<file path="config.mk">
export PLATFORM = sky130hd
export DESIGN_NAME = ordered_list_engine
export DESIGN_NICKNAME = d
export VERILOG_FILES = /design/src/sv/olst_pkg.sv /design/src/sv/olst_dp.sv /design/src/sv/olst_ctrl.sv /design/src/sv/ordered_list_engine.sv
export SDC_FILE = /design/constraint.sdc
export NUM_CORES = 1
export LEC_CHECK = 0
export BUFFER_PORTS_ARGS = -buffer_cell sky130_fd_sc_hd__buf_2
export CORE_ASPECT_RATIO = 1.75
export CORE_MARGIN = 2
export CORE_UTILIZATION = 40
export CTS_CLUSTER_DIAMETER = 60
export DETAILED_ROUTE_END_ITERATION = 10
export PLACE_DENSITY = 0.57
export SETUP_SLACK_MARGIN = 0.1
export SLEW_MARGIN = 20
export SYNTH_ARGS = -nofsm -noshare
export SYNTH_HDL_FRONTEND = slang
export SYNTH_HIERARCHICAL = 1
export SYNTH_SLANG_ARGS = --single-unit
</file>
<file path="constraint.sdc">
create_clock -name clk -period 3.8 [get_ports clk]
set_clock_uncertainty 0.05 [all_clocks]
set_input_delay 0.38 -clock clk [delete_from_list [all_inputs] [get_ports clk]]
set_output_delay 0.38 -clock clk [all_outputs]
set_load 0.01 [all_outputs]
</file>
<file path="src/sv/olst_pkg.sv">
`default_nettype none
// ----------------------------------------------------------------------------
// olst_pkg : shared types for the ordered list engine
// Operation and status codes, and the command and status groups that join
// the controller to the datapath.
// ----------------------------------------------------------------------------
package olst_pkg;

    localparam int KIND_W = 3;
    localparam int VAL_W  = 32;
    localparam int POS_W  = 16;
    localparam int STAT_W = 3;

    // Operation code that is accepted but does nothing.
    localparam logic [KIND_W-1:0] KIND_UNUSED = 3'd7;

    typedef enum logic [KIND_W-1:0] {
        K_INS_FIRST = 3'd0,
        K_INS_LAST  = 3'd1,
        K_INS_AT    = 3'd2,
        K_DEL_FIRST = 3'd3,
        K_DEL_LAST  = 3'd4,
        K_DEL_AT    = 3'd5,
        K_SEARCH    = 3'd6
    } op_kind_t;

    typedef enum logic [STAT_W-1:0] {
        ST_DONE     = 3'd0,
        ST_EMPTY    = 3'd1,
        ST_BADPOS   = 3'd2,
        ST_FULL     = 3'd3,
        ST_NOTFOUND = 3'd4
    } status_t;

    typedef enum logic [2:0] {
        PTR_HOLD,
        PTR_TOP,
        PTR_IDX,
        PTR_ZERO,
        PTR_INC,
        PTR_DEC
    } ptr_op_t;

    typedef enum logic [1:0] {
        CNT_HOLD,
        CNT_INC,
        CNT_DEC
    } cnt_op_t;

    // Read modes: a plain read, a read whose data moves one place up or
    // down, or a read whose data is compared against the search value.
    typedef enum logic [2:0] {
        RD_NONE,
        RD_PLAIN,
        RD_UP,
        RD_DN,
        RD_SCAN
    } rd_mode_t;

    typedef enum logic [1:0] {
        DSEL_ZERO,
        DSEL_VALUE,
        DSEL_REMOVED
    } dsel_t;

    typedef enum logic [1:0] {
        WSEL_ZERO,
        WSEL_IDX,
        WSEL_PEND
    } wsel_t;

    typedef struct packed {
        logic     load;
        ptr_op_t  ptr_op;
        rd_mode_t rd_mode;
        logic     cap_data;
        logic     wr_new;
        cnt_op_t  cnt_op;
        logic     emit;
        status_t  emit_status;
        dsel_t    data_sel;
        wsel_t    where_sel;
    } dp_cmd_t;

    typedef struct packed {
        logic cnt_zero;
        logic cnt_full;
        logic ins_bad;
        logic del_bad;
        logic ptr_at_top;
        logic ptr_at_idx;
        logic idx_at_top;
        logic idx_eq_cnt;
        logic pend_vld;
    } dp_stat_t;

endpackage
`default_nettype wire

</file>
<file path="src/sv/olst_dp.sv">
`default_nettype none
// ----------------------------------------------------------------------------
// olst_dp : ordered list datapath
// Entry memory with a registered read port, entry count, scan pointer, the
// move and compare pipelines, and the result register.
// ----------------------------------------------------------------------------
module olst_dp #(
    parameter int DEPTH = 16
) (
    input  wire logic                              clk,
    input  wire logic                              rst_n,
    input  wire logic [olst_pkg::KIND_W-1:0]       kind,
    input  wire logic [olst_pkg::VAL_W-1:0]        value,
    input  wire logic [olst_pkg::POS_W-1:0]        position,
    input  wire olst_pkg::dp_cmd_t                 cmd,
    output olst_pkg::dp_stat_t                     stat,
    output logic                                   strobe,
    output logic [olst_pkg::STAT_W-1:0]            status,
    output logic [olst_pkg::VAL_W-1:0]             data_out,
    output logic [olst_pkg::POS_W-1:0]             where,
    output logic [$clog2(DEPTH+1)-1:0]             length,
    output logic                                   last
);

    localparam int AW = $clog2(DEPTH);
    localparam int CW = $clog2(DEPTH + 1);
    localparam int PW = olst_pkg::POS_W;

    logic [olst_pkg::VAL_W-1:0] mem [DEPTH];

    logic [CW-1:0]  count_reg, count_next;
    logic [AW-1:0]  ptr_reg, ptr_next;
    logic [AW-1:0]  idx_reg, idx_load;
    logic [olst_pkg::VAL_W-1:0] value_reg, rd_data_reg, removed_reg;
    logic [PW-1:0]  pos_reg;
    logic           mv_vld_reg;
    logic [AW-1:0]  mv_dst_reg;
    logic           sc_vld_reg;
    logic [CW-1:0]  sc_pos_reg;
    logic           pend_vld_reg;
    logic [CW-1:0]  pend_pos_reg;
    logic           hit;

    logic [CW-1:0]  ptr_p1, idx_p1;
    logic [PW:0]    cnt_w, pos_w;
    logic [PW-1:0]  pos_m1;

    logic                        strobe_reg, strobe_next;
    logic [olst_pkg::STAT_W-1:0] status_reg, status_next;
    logic [olst_pkg::VAL_W-1:0]  data_reg, data_next;
    logic [PW-1:0]               where_reg, where_next;
    logic [CW-1:0]               length_reg;
    logic                        last_reg, last_next;

    assign ptr_p1 = CW'(ptr_reg) + CW'(1);
    assign idx_p1 = CW'(idx_reg) + CW'(1);
    assign cnt_w  = (PW + 1)'(count_reg);
    assign pos_w  = {1'b0, pos_reg};
    assign pos_m1 = position - PW'(1);

    // Target index of the operation, worked out at acceptance from the count or the position.
    always_comb
    begin
        unique case (olst_pkg::op_kind_t'(kind))
            olst_pkg::K_INS_LAST: idx_load = AW'(count_reg);
            olst_pkg::K_DEL_LAST: idx_load = AW'(count_reg - CW'(1));
            olst_pkg::K_INS_AT,
            olst_pkg::K_DEL_AT:   idx_load = AW'(pos_m1);
            default:              idx_load = '0;
        endcase
    end

    assign stat.cnt_zero   = (count_reg == '0);
    assign stat.cnt_full   = (count_reg == CW'(DEPTH));
    assign stat.ins_bad    = (pos_reg == '0) || (pos_w > cnt_w + (PW + 1)'(1));
    assign stat.del_bad    = (pos_reg == '0) || (pos_w > cnt_w);
    assign stat.ptr_at_top = (ptr_p1 == count_reg);
    assign stat.ptr_at_idx = (ptr_reg == idx_reg);
    assign stat.idx_at_top = (idx_p1 == count_reg);
    assign stat.idx_eq_cnt = (CW'(idx_reg) == count_reg);
    assign stat.pend_vld   = pend_vld_reg;

    assign hit = sc_vld_reg && (rd_data_reg == value_reg);

    always_comb
    begin
        unique case (cmd.cnt_op)
            olst_pkg::CNT_INC: count_next = count_reg + CW'(1);
            olst_pkg::CNT_DEC: count_next = count_reg - CW'(1);
            default:           count_next = count_reg;
        endcase
    end

    always_comb
    begin
        unique case (cmd.ptr_op)
            olst_pkg::PTR_TOP:  ptr_next = AW'(count_reg - CW'(1));
            olst_pkg::PTR_IDX:  ptr_next = idx_reg;
            olst_pkg::PTR_ZERO: ptr_next = '0;
            olst_pkg::PTR_INC:  ptr_next = ptr_reg + AW'(1);
            olst_pkg::PTR_DEC:  ptr_next = ptr_reg - AW'(1);
            default:            ptr_next = ptr_reg;
        endcase
    end

    // A result comes either from the controller or, during a search, from
    // a held match that a later match proves not to be the final one.
    always_comb
    begin
        strobe_next = 1'b0;
        status_next = olst_pkg::ST_DONE;
        data_next   = '0;
        where_next  = '0;
        last_next   = 1'b0;
        if (cmd.emit)
        begin
            strobe_next = 1'b1;
            status_next = cmd.emit_status;
            last_next   = 1'b1;
            unique case (cmd.data_sel)
                olst_pkg::DSEL_VALUE:   data_next = value_reg;
                olst_pkg::DSEL_REMOVED: data_next = removed_reg;
                default:                data_next = '0;
            endcase
            unique case (cmd.where_sel)
                olst_pkg::WSEL_IDX:  where_next = PW'(idx_p1);
                olst_pkg::WSEL_PEND: where_next = PW'(pend_pos_reg);
                default:             where_next = '0;
            endcase
        end
        else if (hit && pend_vld_reg)
        begin
            strobe_next = 1'b1;
            data_next   = value_reg;
            where_next  = PW'(pend_pos_reg);
        end
    end

    // Entry memory: one write and one registered read a cycle.
    always_ff @(posedge clk)
    begin
        if (mv_vld_reg)
            mem[mv_dst_reg] <= rd_data_reg;
        else if (cmd.wr_new)
            mem[idx_reg] <= value_reg;
        if (cmd.rd_mode != olst_pkg::RD_NONE)
            rd_data_reg <= mem[ptr_reg];
    end

    always_ff @(posedge clk or negedge rst_n)
    begin
        if (!rst_n)
        begin
            count_reg    <= '0;
            ptr_reg      <= '0;
            mv_vld_reg   <= 1'b0;
            sc_vld_reg   <= 1'b0;
            pend_vld_reg <= 1'b0;
            strobe_reg   <= 1'b0;
        end
        else
        begin
            count_reg  <= count_next;
            ptr_reg    <= ptr_next;
            mv_vld_reg <= (cmd.rd_mode == olst_pkg::RD_UP) ||
                          (cmd.rd_mode == olst_pkg::RD_DN);
            sc_vld_reg <= (cmd.rd_mode == olst_pkg::RD_SCAN);
            strobe_reg <= strobe_next;
            if (cmd.load)
                pend_vld_reg <= 1'b0;
            else if (hit)
                pend_vld_reg <= 1'b1;
        end
    end

    always_ff @(posedge clk)
    begin
        if (cmd.load)
        begin
            value_reg <= value;
            pos_reg   <= position;
            idx_reg   <= idx_load;
        end
        if (cmd.cap_data)
            removed_reg <= rd_data_reg;
        if (cmd.rd_mode == olst_pkg::RD_UP)
            mv_dst_reg <= ptr_reg + AW'(1);
        else
            mv_dst_reg <= ptr_reg - AW'(1);
        sc_pos_reg <= ptr_p1;
        if (hit)
            pend_pos_reg <= sc_pos_reg;
        status_reg <= status_next;
        data_reg   <= data_next;
        where_reg  <= where_next;
        length_reg <= count_next;
        last_reg   <= last_next;
    end

    assign strobe   = strobe_reg;
    assign status   = status_reg;
    assign data_out = data_reg;
    assign where    = where_reg;
    assign length   = length_reg;
    assign last     = last_reg;

    a_count_range: assert property (@(posedge clk) disable iff (!rst_n)
        count_reg <= CW'(DEPTH))
        else $error("entry count exceeds the list depth");

    a_write_excl: assert property (@(posedge clk) disable iff (!rst_n)
        !(mv_vld_reg && cmd.wr_new))
        else $error("new entry write collides with a pending move");

    a_count_result: assert property (@(posedge clk) disable iff (!rst_n)
        (cmd.cnt_op != olst_pkg::CNT_HOLD) |=> strobe_reg && last_reg)
        else $error("entry count changed without a final result");

endmodule
`default_nettype wire

</file>
<file path="src/sv/olst_ctrl.sv">
`default_nettype none
// ----------------------------------------------------------------------------
// olst_ctrl : ordered list controller
// Sequences each request through checks, shift or scan passes and the
// final result, issuing commands to the datapath.
// ----------------------------------------------------------------------------
module olst_ctrl (
    input  wire logic                        clk,
    input  wire logic                        rst_n,
    input  wire logic                        start,
    input  wire logic [olst_pkg::KIND_W-1:0] kind,
    input  wire olst_pkg::dp_stat_t          stat,
    output olst_pkg::dp_cmd_t                cmd,
    output logic                             busy
);

    typedef enum logic [3:0] {
        S_IDLE,
        S_CHECK,
        S_INS_SHIFT,
        S_INS_DRAIN,
        S_INS_WR,
        S_DEL_RD,
        S_DEL_CAP,
        S_DEL_SHIFT,
        S_DEL_DRAIN,
        S_DEL_FIN,
        S_SCAN,
        S_SCAN_DRAIN,
        S_SCAN_END
    } state_t;

    state_t              state_reg, state_next;
    logic                busy_reg, busy_next;
    olst_pkg::op_kind_t  kind_reg, kind_next;

    always_comb
    begin
        state_next = state_reg;
        busy_next  = busy_reg;
        kind_next  = kind_reg;
        cmd        = '0;
        unique case (state_reg)
            S_IDLE:
            begin
                if (start && !busy_reg)
                begin
                    cmd.load = 1'b1;
                    if (kind != olst_pkg::KIND_UNUSED)
                    begin
                        kind_next  = olst_pkg::op_kind_t'(kind);
                        busy_next  = 1'b1;
                        state_next = S_CHECK;
                    end
                end
            end
            S_CHECK:
            begin
                unique case (kind_reg)
                    olst_pkg::K_INS_FIRST,
                    olst_pkg::K_INS_LAST,
                    olst_pkg::K_INS_AT:
                    begin
                        priority if (kind_reg == olst_pkg::K_INS_AT && stat.ins_bad)
                        begin
                            cmd.emit        = 1'b1;
                            cmd.emit_status = olst_pkg::ST_BADPOS;
                        end
                        else if (stat.cnt_full)
                        begin
                            cmd.emit        = 1'b1;
                            cmd.emit_status = olst_pkg::ST_FULL;
                        end
                        else if (stat.idx_eq_cnt)
                            state_next = S_INS_WR;
                        else
                        begin
                            cmd.ptr_op = olst_pkg::PTR_TOP;
                            state_next = S_INS_SHIFT;
                        end
                    end
                    olst_pkg::K_DEL_FIRST,
                    olst_pkg::K_DEL_LAST,
                    olst_pkg::K_DEL_AT:
                    begin
                        priority if (stat.cnt_zero)
                        begin
                            cmd.emit        = 1'b1;
                            cmd.emit_status = olst_pkg::ST_EMPTY;
                        end
                        else if (kind_reg == olst_pkg::K_DEL_AT && stat.del_bad)
                        begin
                            cmd.emit        = 1'b1;
                            cmd.emit_status = olst_pkg::ST_BADPOS;
                        end
                        else
                        begin
                            cmd.ptr_op = olst_pkg::PTR_IDX;
                            state_next = S_DEL_RD;
                        end
                    end
                    default:
                    begin
                        if (stat.cnt_zero)
                        begin
                            cmd.emit        = 1'b1;
                            cmd.emit_status = olst_pkg::ST_EMPTY;
                        end
                        else
                        begin
                            cmd.ptr_op = olst_pkg::PTR_ZERO;
                            state_next = S_SCAN;
                        end
                    end
                endcase
                if (cmd.emit)
                begin
                    busy_next  = 1'b0;
                    state_next = S_IDLE;
                end
            end
            S_INS_SHIFT:
            begin
                cmd.rd_mode = olst_pkg::RD_UP;
                if (stat.ptr_at_idx)
                    state_next = S_INS_DRAIN;
                else
                    cmd.ptr_op = olst_pkg::PTR_DEC;
            end
            S_INS_DRAIN:
                state_next = S_INS_WR;
            S_INS_WR:
            begin
                cmd.wr_new      = 1'b1;
                cmd.cnt_op      = olst_pkg::CNT_INC;
                cmd.emit        = 1'b1;
                cmd.emit_status = olst_pkg::ST_DONE;
                cmd.data_sel    = olst_pkg::DSEL_VALUE;
                cmd.where_sel   = olst_pkg::WSEL_IDX;
                busy_next       = 1'b0;
                state_next      = S_IDLE;
            end
            S_DEL_RD:
            begin
                cmd.rd_mode = olst_pkg::RD_PLAIN;
                state_next  = S_DEL_CAP;
            end
            S_DEL_CAP:
            begin
                cmd.cap_data = 1'b1;
                if (stat.idx_at_top)
                    state_next = S_DEL_FIN;
                else
                begin
                    cmd.ptr_op = olst_pkg::PTR_INC;
                    state_next = S_DEL_SHIFT;
                end
            end
            S_DEL_SHIFT:
            begin
                cmd.rd_mode = olst_pkg::RD_DN;
                if (stat.ptr_at_top)
                    state_next = S_DEL_DRAIN;
                else
                    cmd.ptr_op = olst_pkg::PTR_INC;
            end
            S_DEL_DRAIN:
                state_next = S_DEL_FIN;
            S_DEL_FIN:
            begin
                cmd.cnt_op      = olst_pkg::CNT_DEC;
                cmd.emit        = 1'b1;
                cmd.emit_status = olst_pkg::ST_DONE;
                cmd.data_sel    = olst_pkg::DSEL_REMOVED;
                cmd.where_sel   = olst_pkg::WSEL_IDX;
                busy_next       = 1'b0;
                state_next      = S_IDLE;
            end
            S_SCAN:
            begin
                cmd.rd_mode = olst_pkg::RD_SCAN;
                if (stat.ptr_at_top)
                    state_next = S_SCAN_DRAIN;
                else
                    cmd.ptr_op = olst_pkg::PTR_INC;
            end
            S_SCAN_DRAIN:
                state_next = S_SCAN_END;
            S_SCAN_END:
            begin
                cmd.emit = 1'b1;
                if (stat.pend_vld)
                begin
                    cmd.emit_status = olst_pkg::ST_DONE;
                    cmd.data_sel    = olst_pkg::DSEL_VALUE;
                    cmd.where_sel   = olst_pkg::WSEL_PEND;
                end
                else
                    cmd.emit_status = olst_pkg::ST_NOTFOUND;
                busy_next  = 1'b0;
                state_next = S_IDLE;
            end
            default:
            begin
                busy_next  = 1'b0;
                state_next = S_IDLE;
            end
        endcase
    end

    always_ff @(posedge clk or negedge rst_n)
    begin
        if (!rst_n)
        begin
            state_reg <= S_IDLE;
            busy_reg  <= 1'b0;
            kind_reg  <= olst_pkg::K_SEARCH;
        end
        else
        begin
            state_reg <= state_next;
            busy_reg  <= busy_next;
            kind_reg  <= kind_next;
        end
    end

    assign busy = busy_reg;

    a_busy_state: assert property (@(posedge clk) disable iff (!rst_n)
        (busy_reg == (state_reg != S_IDLE)))
        else $error("busy flag disagrees with controller state");

    a_emit_ends: assert property (@(posedge clk) disable iff (!rst_n)
        cmd.emit |=> !busy_reg)
        else $error("controller stayed busy after the final result");

endmodule
`default_nettype wire

</file>
<file path="src/sv/ordered_list_engine.sv">
`default_nettype none
// ----------------------------------------------------------------------------
// ordered_list_engine : bounded ordered list with positional edits and search
// Holds up to DEPTH signed 32-bit values in order and performs insert,
// delete and search requests, reporting each outcome on a result strobe.
// ----------------------------------------------------------------------------
//
//  Channel   Handshake                 Payload
//  --------  ------------------------  ---------------------------------------
//  request   start, accepted if !busy  kind, value, position
//  result    strobe, one cycle each    status, data_out, where, length, last
//
// An error outcome is reported from the check that follows acceptance; an
// insert moves the entries from the target index up and a delete moves
// those above it, one entry at a time, and a search compares every entry
// held. Each entry moved or compared takes one read of the single read
// port of the entry memory.
// busy stays high from acceptance until the cycle in which the final result
// (last high) is on the ports, so the next request may be accepted then.
// Search matches are shown one per strobe in ascending order; the receiver
// cannot stall the block, and every result must be taken in its cycle.
// Reset clears the entry count and the controller at once; the entry memory
// itself is never cleared, as only written entries below the count are read.
// An operation code of 7 is accepted, does nothing and gives no result.
//
module ordered_list_engine #(
    parameter int DEPTH = 16
) (
    input  wire logic                               clk,
    input  wire logic                               rst_n,
    input  wire logic                               start,
    output logic                                    busy,
    input  wire logic [olst_pkg::KIND_W-1:0]        kind,
    input  wire logic signed [olst_pkg::VAL_W-1:0]  value,
    input  wire logic [olst_pkg::POS_W-1:0]         position,
    output logic                                    strobe,
    output logic [olst_pkg::STAT_W-1:0]             status,
    output logic signed [olst_pkg::VAL_W-1:0]       data_out,
    output logic [olst_pkg::POS_W-1:0]              where,
    output logic [$clog2(DEPTH+1)-1:0]              length,
    output logic                                    last
);

    // Commands from the controller and status flags back from the datapath.
    olst_pkg::dp_cmd_t  cmd;
    olst_pkg::dp_stat_t stat;

    // The controller owns sequencing and the busy flag; it sees only the
    // operation code of a request and the datapath's summary flags.
    olst_ctrl u_ctrl (
        .clk   (clk),
        .rst_n (rst_n),
        .start (start),
        .kind  (kind),
        .stat  (stat),
        .cmd   (cmd),
        .busy  (busy)
    );

    // The datapath holds the entries, the count and the result register.
    // Shifts are pipelined through the registered read port, so that one
    // entry moves per cycle.
    olst_dp #(
        .DEPTH (DEPTH)
    ) u_dp (
        .clk      (clk),
        .rst_n    (rst_n),
        .kind     (kind),
        .value    (value),
        .position (position),
        .cmd      (cmd),
        .stat     (stat),
        .strobe   (strobe),
        .status   (status),
        .data_out (data_out),
        .where    (where),
        .length   (length),
        .last     (last)
    );

endmodule
`default_nettype wire

</file>
======== Word level (Yosys, flattened, before mapping) ========
Memory sizes are Yosys's and may differ from the RTL's. A register that Yosys moved wholly into a read port is not among the register bits.
Cells that the tools add are included.
storage, ports and cells
  bits in registers ....................... 176
  RAM bits ................................ 512
  word-level logic and storage cells ...... 182
  memories ................................ 1
memory list
  memory    depth  bits a word  rd ports  clocked after memory_dff  wr ports  line           text
  u_dp.mem  16     32           1         1                         1         olst_dp.sv:29  logic [olst_pkg::VAL_W-1:0] mem [DEPTH];
cells by class
  add/sub/neg operators ................... 8
  magnitude comparators ................... 2
  eq/ne operators ......................... 53
  mux-type cells .......................... 70
  bitwise operators ....................... 1
  reductions and logical operators ........ 26
operators with widths
  operator                                                                 number
  32-bit 2-to-1 mux                                                        3
  4-bit 2-to-1 mux                                                         20
  32-bit one-hot mux with 2 select lines                                   1
  4-bit one-hot mux with 10 select lines                                   1
  4-bit one-hot mux with 3 select lines                                    3
  32-bit == test                                                           1
  32-bit OR reduction                                                      1
  3-bit 2-to-1 mux                                                         9
  3-bit one-hot mux with 4 select lines                                    2
  3-bit by 2-bit == test with 1-bit output, second input constant          7
  3-bit == test, second input constant                                     7
  4-bit == test, second input constant                                     5
  4-bit one-hot mux with 5 select lines                                    1
  5-bit one-hot mux with 2 select lines                                    2
  1-bit 2-to-1 mux                                                         19
  16-bit by 17-bit greater-than comparator with 1-bit output               1
  4-bit by 3-bit == test with 1-bit output, second input constant          4
  16-bit by 5-bit greater-than comparator with 1-bit output                1
  16-bit logical NOT                                                       1
  16-bit 2-to-1 mux                                                        1
  4-bit one-hot mux with 2 select lines                                    2
  4-bit by 3-bit inequality test with 1-bit output, second input constant  3
  4-bit by 1-bit adder with 5-bit output, second input constant            2
  5-bit == test                                                            2
  38 further kinds                                                         61

======== Longest topological paths before layout ========
Gate-level depths: netlist (run 1).
  word-level depth ........................ 9
  gate-level depth with buffers ........... 21
  mapped depth without buffers ............ 19

======== By module ========
Netlist (run 1), hierarchy kept.
by module, submodules not included
  module     instances  cells each  area each (um^2)
  olst_dp    1          1404        27532.7
  olst_ctrl  1          117         875.8

======== Worst setup path before layout (run 1) ========
OpenSTA, ideal clock, no wires.
  path kind ............................... register to register
  start ................................... register u_dp.count_reg[0]
  end ..................................... register u_dp.data_reg (netlist bit u_dp/data_out[10])
  arrival ................................. 3890 ps
  data required time ...................... 3681 ps
  slack ................................... -209 ps
  cell stages (with the launch flop) ...... 22
  path buffers ............................ 3
  clock period less this slack ............ 4009 ps
  cell sequence ........................... dfrtp_1 -> clkbuf_1 -> inv_1 -> ha_1 -> inv_1 -> ha_1 -> nor2b_1 -> o21a_1 -> o21ai_1 -> and3b_1 -> o21ai_1 -> a21oi_1 -> or3_1 -> o211ai_1 -> o21bai_1 -> a21oi_1 -> nor2b_1 -> and2_1 -> clkbuf_1 -> clkbuf_1 -> a22oi_1 -> o21ai_1
RTL lines
  what                      line            text
  start: declaration        olst_dp.sv:31   logic [CW-1:0] count_reg, count_next;
  start signal: assignment  olst_dp.sv:163  count_reg <= count_next;
  end signal: assignment    olst_dp.sv:194  data_reg <= data_next;
  end: declaration          olst_dp.sv:50   logic [olst_pkg::VAL_W-1:0] data_reg, data_next;

==> flow_summary.toml, run 1 <==
[outcome]
status = "finished, final reports clean"

[die]
dieArea_um2 = 73300
rows = 129
num_io_pins = 113
start_util_pct = 40.3
die_h_um = 357
die_x_um = 205
coreArea_um2 = 70500

[synthesis]
synth_ff_type = "edfxtp_1"
synth_area_leaders = "edfxtp_1, mux4_2, dfxtp_1"
synth_top_area_share_pct = 66.9
ys_seq_area_share_pct = 72.6
synth-edff-count = 633
synth.distinct_cells = 71
synth.avg_cell_area_um2 = 18.7
yosys.area.top_type = "edfxtp_1"
syn-cell-area_um2 = 28400
ys_seq_elements = 709
synthCells = 1521
yosysWarnings = 6
synthArstFlopShare_pct = 2.96

[cells_and_area]
largest_register_ff_count = 512
drive_gt1_share_pct = 30.0
largest_register = "u_dp/mem"
num-fill-cells = 5852
fin_nets = 1820
diodes = 0
final_common_cell = "edfxtp_1"
area_delta_synth_final_pct = 18.2
final_cell_mix = "edfxtp_1, mux4_2, buf_2"

[sta]
setup_viol_count_final = 0
setup_ws_ns = 0.164
tightest_slew_ns = 1.04
fmax_ghz = 0.275
layout_min_cycle_time_ns = 3.64
rsz0062_at_grt = "true"
finalCritPeriodShare_pct = 95.7
relSlewSlack_pct = 30.4
hold_viol = 0
slew_violations = 0

[grt]
antenna_found_initial = 0
grt_pass1_vias = 15626
grt_max_degree = 50
grt_pass1_wl_um = 106000
grt_use_total_pct = 20.2
grt_overflow = 0

[clock_network]
cts_tree = "yes"
cts.path.max_buffers = 3
clock_latency_ns = 0.61
numCtsBuffers = 66
clock-sinks = 709
root_buffer = "clkbuf_16"
h-tree-depth = 3
clk_pin_slew_ns = 0.06

[setup_path]
worst-path-buf-inv = 6
cp_max_fo = 7
critPathTopFamily = "compound AO/OA/AOI/OAI gates"
worst-r2r-cell-count = 21
slowest_stage = "dfrtp_2"
startpoint_type = "register"
crit_chain = "buf_6, inv_4, ha_4, inv_2, ha_4, nor2b_2, o21a_1, o21ai_2, and3b_1, o21ai_2, a21oi_2, or3_1, o211ai_1, o21bai_1, a21oi_2, buf_4, nor4_4, nand4_1, buf_6, buf_16, o21ai_1"
crit_path_max_incr_delay_ns = 0.41
cp.depth = 21
cp-end-kind = "register"
arrival_ns = 4.06
worstSetupPathType = "reg2reg"
cp.required_ns = 4.23

[power]
combPwrFrac_pct = 30.3
switching_share_pct = 31.3
p_seq_share_pct = 44.7
cellPowerDensity_nw_per_um2 = 775
intPower_mw = 17.9
power.total_mw = 26.0
power.clock.fraction_pct = 25.0
p_sw_mw = 8.15
vdd_drop_max_mv = 0.364
p_leak_nw = 11.3

[drt]
drc = 0
routed_wl_um = 73200
drtAntennaViolNets = 0
routedWlPerCell_um = 27.0
drt-vias-per-instance = 5.53
dr.pass1.iters = 5
drt_iter0_drc = 1413
num_vias = 14989

[placement]
port_buffers = 101
dp_hpwl_um = 41400
place_congestion = 0.809
post-place-ws_ns = -0.105

[worst_hold_path]
min_path_cells = 3
hold_path.class = "in2reg"

[run]
cap_viol_max_count = 0
final timing paths:
kind                                   endpoint  slack (ns)                from
setup / recovery               u_dp/data_out[0]        0.16   u_dp/count_reg[0]
min in group asynchronous       u_dp/ptr_reg[0]        0.27               rst_n
hold / removal               u_ctrl/kind_reg[1]        0.08             kind[1]
setup reg to reg               u_dp/data_out[0]        0.16   u_dp/count_reg[0]
max in group asynchronous       u_dp/ptr_reg[1]        2.99               rst_n
hold reg to reg            u_dp/pend_pos_reg[1]        0.36  u_dp/sc_pos_reg[1]
metrics by stage:
step	util, %	TNS [ns]	cell area [µm²]	cells	hold slack [ns]
CTS	47.3	0	33400	2708	0.0640
global placement	43.2	-0.593	30500	2528	0.337
detailed placement	43.2	-2.70	30500	2528	0.345
global route	47.6	-0.662	33600	2711	0.0897
finish	47.6	0	33600	2711	0.0770
floorplan	-	0	28500	1531	0.0344
cell families (layout without fill, tap and decap cells):
| kind of cell | count (synthesis) | in the layout | share of synthesized area, % |
|---|---|---|---|
| flip-flops | 709 | 709 | 72.6 |
| multiplexers | 202 | 202 | 14.3 |
| AND/OR/NAND/NOR | 190 | 190 | 3.48 |
| AO/OA/AOI/OAI | 172 | 172 | 3.94 |
| buffers and inverters | 161 | 424 | 2.65 |
| XOR/XNOR | 62 | 62 | 1.91 |
| adder cells (fa/ha/maj) | 24 | 24 | 1.06 |
| other | 1 | 11 | 0.0132 |
final cells by class:
class / instances / area (µm²) / share of cell area [%]
well taps: 917 / 1150 / 3.42
clock buffers: 94 / 1850 / 5.50
flip-flops and latches: 709 / 20600 / 61.5
inverters: 70 / 265 / 0.790
multi-input cells: 661 / 7460 / 22.2
clock inverters: 26 / 254 / 0.757
repair buffers: 234 / 1940 / 5.79
synth_stat cells, drive strengths merged, types with 10 or more instances:
cell / count
a31oi: 14
nand2: 33
ha: 24
o22ai: 11
mux4: 160
xnor2: 47
nor2b: 10
dfrtp: 19
nor3: 16
nor2: 55
nand2b: 11
inv: 70
o21ai: 56
dfxtp: 55
mux2i: 10
clkbuf: 43
a22oi: 33
a21oi: 25
nand3: 10
buf: 48
mux2: 32
xor2: 15
edfxtp: 633
metal layers:
metal	part of all wire [%]	vias up	GRT usage, %
li1	-	6467	-
met1	38	8005	23.8
met2	55	402	38.0
met3	3.8	115	2.31
met4	2.9	0	6.68
met5	0	-	0
power by group through the flow:
stage	sequential, mW	clock [mW]	combinational, mW
2_1_floorplan	11.5	0	5.38
4_1_cts	11.6	6.66	8.00
3_3_place_gp	11.7	0	7.71
6_report	11.6	6.51	7.90
3_5_place_dp	11.8	0	7.86
5_1_grt	11.7	6.94	8.50
worst register-to-register path, cell delays in order (launching register included):
cell and delay (ns):
dfrtp_2 0.41, buf_6 0.12, inv_4 0.03, ha_4 0.26, inv_2 0.04, ha_4 0.26
nor2b_2 0.12, o21a_1 0.13, o21ai_2 0.07, and3b_1 0.19, o21ai_2 0.21, a21oi_2 0.10
or3_1 0.32, o211ai_1 0.12, o21bai_1 0.11, a21oi_2 0.23, buf_4 0.17, nor4_4 0.04
nand4_1 0.15, buf_6 0.17, buf_16 0.17, o21ai_1 0.08
repair_timing:
| item | CTS | global route |
|---|---|---|
| cloned | 4 | 1 |
| gates resized for setup | 32 | 43 |
| hold buffers | 49 | 0 |
| pin swaps | 12 | 12 |
| hold endpoints to repair | 67 | 0 |
| setup buffers | 7 | 2 |
| setup endpoints to repair | 37 | 40 |
(Power assumes the default switching activity.)
==> run 2, diff against run 1 <==
- PLACE_DENSITY: 0.57 -> 0.55
- REMOVE_ABC_BUFFERS: unset -> 1
- clock period: 3.8 -> 3.63 ns (I/O delays scaled with it)
==> run 2 against run 1 <==
Against the previous run: critical path depth decreased by 2; routed wire length down 0.69%; sequential cell count unchanged; first-iteration DRC count shrank 13%; critical endpoint is now u_dp/data_out[29]; largest cell class unchanged.
==> flow_summary.toml, run 2 (same netlist as run 1, synthesis figures left out) <==
[drt]
drt_iter0_drc = 1233
drt-vias-per-instance = 5.45
drc = 0
num_vias = 14887
routedWlPerCell_um = 26.6
drtAntennaViolNets = 0
dr.pass1.iters = 5
routed_wl_um = 72700

[setup_path]
startpoint_type = "register"
worstSetupPathType = "reg2reg"
cp_max_fo = 15
cp-end-kind = "register"
cp.required_ns = 4.12
arrival_ns = 4.08

[placement]
place_congestion = 0.807
port_buffers = 101
dp_hpwl_um = 42600
dp_cells = 2544

[cells_and_area]
largest_register_ff_count = 512
num-fill-cells = 5771
multiInputGateArea_um2 = 7470
diodes = 0
fin_nets = 1838
largest_register = "u_dp/mem"
layout.cells.non_filler = 2730
regArea_um2 = 20600
area_delta_synth_final_pct = 19.8
utilization_pct = 48.3
final_common_cell = "edfxtp_1"
final_cell_mix = "edfxtp_1, mux4_2, buf_2"
drive_gt1_share_pct = 30.8

[power]
p_leak_nw = 11.5
power.total_mw = 28.1
vdd_drop_max_mv = 0.516
combPwrFrac_pct = 29.4
cellPowerDensity_nw_per_um2 = 825
switching_share_pct = 30.6
p_seq_share_pct = 43.2
p_sw_mw = 8.60
intPower_mw = 19.5
power.clock.fraction_pct = 27.3

[grt]
grt_use_total_pct = 19.9
grt_pass1_wl_um = 104000
grt_pass1_vias = 15528
grt_overflow = 0
grt_max_degree = 79
antenna_found_initial = 1

[outcome]
status = "finished, final reports clean"

[clock_network]
numCtsBuffers = 67
root_buffer = "clkbuf_16"
cts.path.max_buffers = 3
clk_pin_slew_ns = 0.07
cts_tree = "yes"
clock_latency_ns = 0.63
clock-sinks = 709
h-tree-depth = 3

[run]
cap_viol_max_count = 0

[die]
coreArea_um2 = 70500
rows = 129
start_util_pct = 40.3
die_x_um = 205
dieArea_um2 = 73300
num_io_pins = 113
die_h_um = 357

[sta]
finalCritPeriodShare_pct = 98.8
tightest_slew_ns = 1.12
slew_violations = 0
relSlewSlack_pct = 25.2
layout_min_cycle_time_ns = 3.59
hold_viol = 0
setup_viol_count_final = 0
whs_ns = 0.0747
fmax_ghz = 0.279
rsz0062_at_grt = "true"

[worst_hold_path]
hold_path.class = "in2reg"
## run 2: cell count changes in the layout (fill, tap and decap cells not counted), sizes merged
| cell | before | now |
|---|---|---|
| buf | 184 | 197 |
| bufinv | 3 | 13 |
| clkbuf | 95 | 88 |
| clkinv | 14 | 15 |
| clkinvlp | 3 | 2 |
| dlygate4sd3 | 49 | 51 |
| inv | 76 | 77 |
## run 2: worst paths after layout
check                      cells past startpoint          startpoint  slack, ns              endpoint
min                                            3             kind[0]       0.07    u_ctrl/kind_reg[0]
max reg2reg                                   19   u_dp/count_reg[0]       0.04     u_dp/data_out[29]
min in group asynchronous                      2               rst_n       0.23   u_ctrl/state_reg[0]
max                                           19   u_dp/count_reg[0]       0.04     u_dp/data_out[29]
min reg2reg                                    0  u_dp/sc_pos_reg[1]       0.36  u_dp/pend_pos_reg[1]
max in group asynchronous                      2               rst_n       2.86       u_dp/ptr_reg[1]
## run 2: stage by stage
step,cell area [µm²],setup WS [ns],setup TNS [ns]
3_5_place_dp,30600,-0.261,-8.57
6_report,34000,0.0427,0
3_3_place_gp,30600,-0.176,-5.26
5_1_grt,34000,-0.190,-5.36
4_1_cts,33700,0.00624,0
2_1_floorplan,28000,-3.96,-928.63
## run 2: critical path: stages, from the launching register on
cell      delay, ns
dfrtp_2        0.43
inv_2          0.08
ha_4           0.27
inv_2          0.04
ha_4           0.25
nor2b_4        0.12
o21a_1         0.11
o21ai_1        0.05
and3b_2        0.22
o21ai_4        0.20
a21oi_2        0.09
or3_1          0.31
o211ai_1       0.13
o21bai_1       0.10
a21oi_2        0.23
nor2b_4        0.19
and2_4         0.25
buf_12         0.18
a22oi_1        0.10
o21ai_1        0.09
## run 2: area by class of cell
class,instances,area share [%]
flip-flops and latches,709,60.7
inverters,70,0.772
multi-input cells,661,21.9
repair buffers,251,6.15
clock buffers,85,5.34
well taps,917,3.37
clock inverters,37,1.76
## run 2: repair_timing
item / CTS / global route
buffers inserted: 5 / 3
resized for setup: 25 / 41
endpoints found under the setup margin: 41 / 45
hold buffers: 51 / 0
endpoints found under the hold margin: 69 / 0
gates cloned: 2 / 3
pin swaps: 6 / 4
## run 2: power by group through the flow
stage / registers, mW / clock network, mW / logic [mW]
after floorplan: 12.7 / 0 / 4.83
after global placement: 12.2 / 0 / 8.12
after detailed placement: 12.3 / 0 / 8.28
after CTS: 12.1 / 7.86 / 8.39
after global routing: 12.3 / 8.13 / 8.92
final: 12.1 / 7.68 / 8.27
## run 2: routing by layer
metal	global-route usage, %	share of wire [%]
met1	24.4	39
met2	36.7	54
met3	2.37	4.2
met5	0	0
met4	5.94	2.2
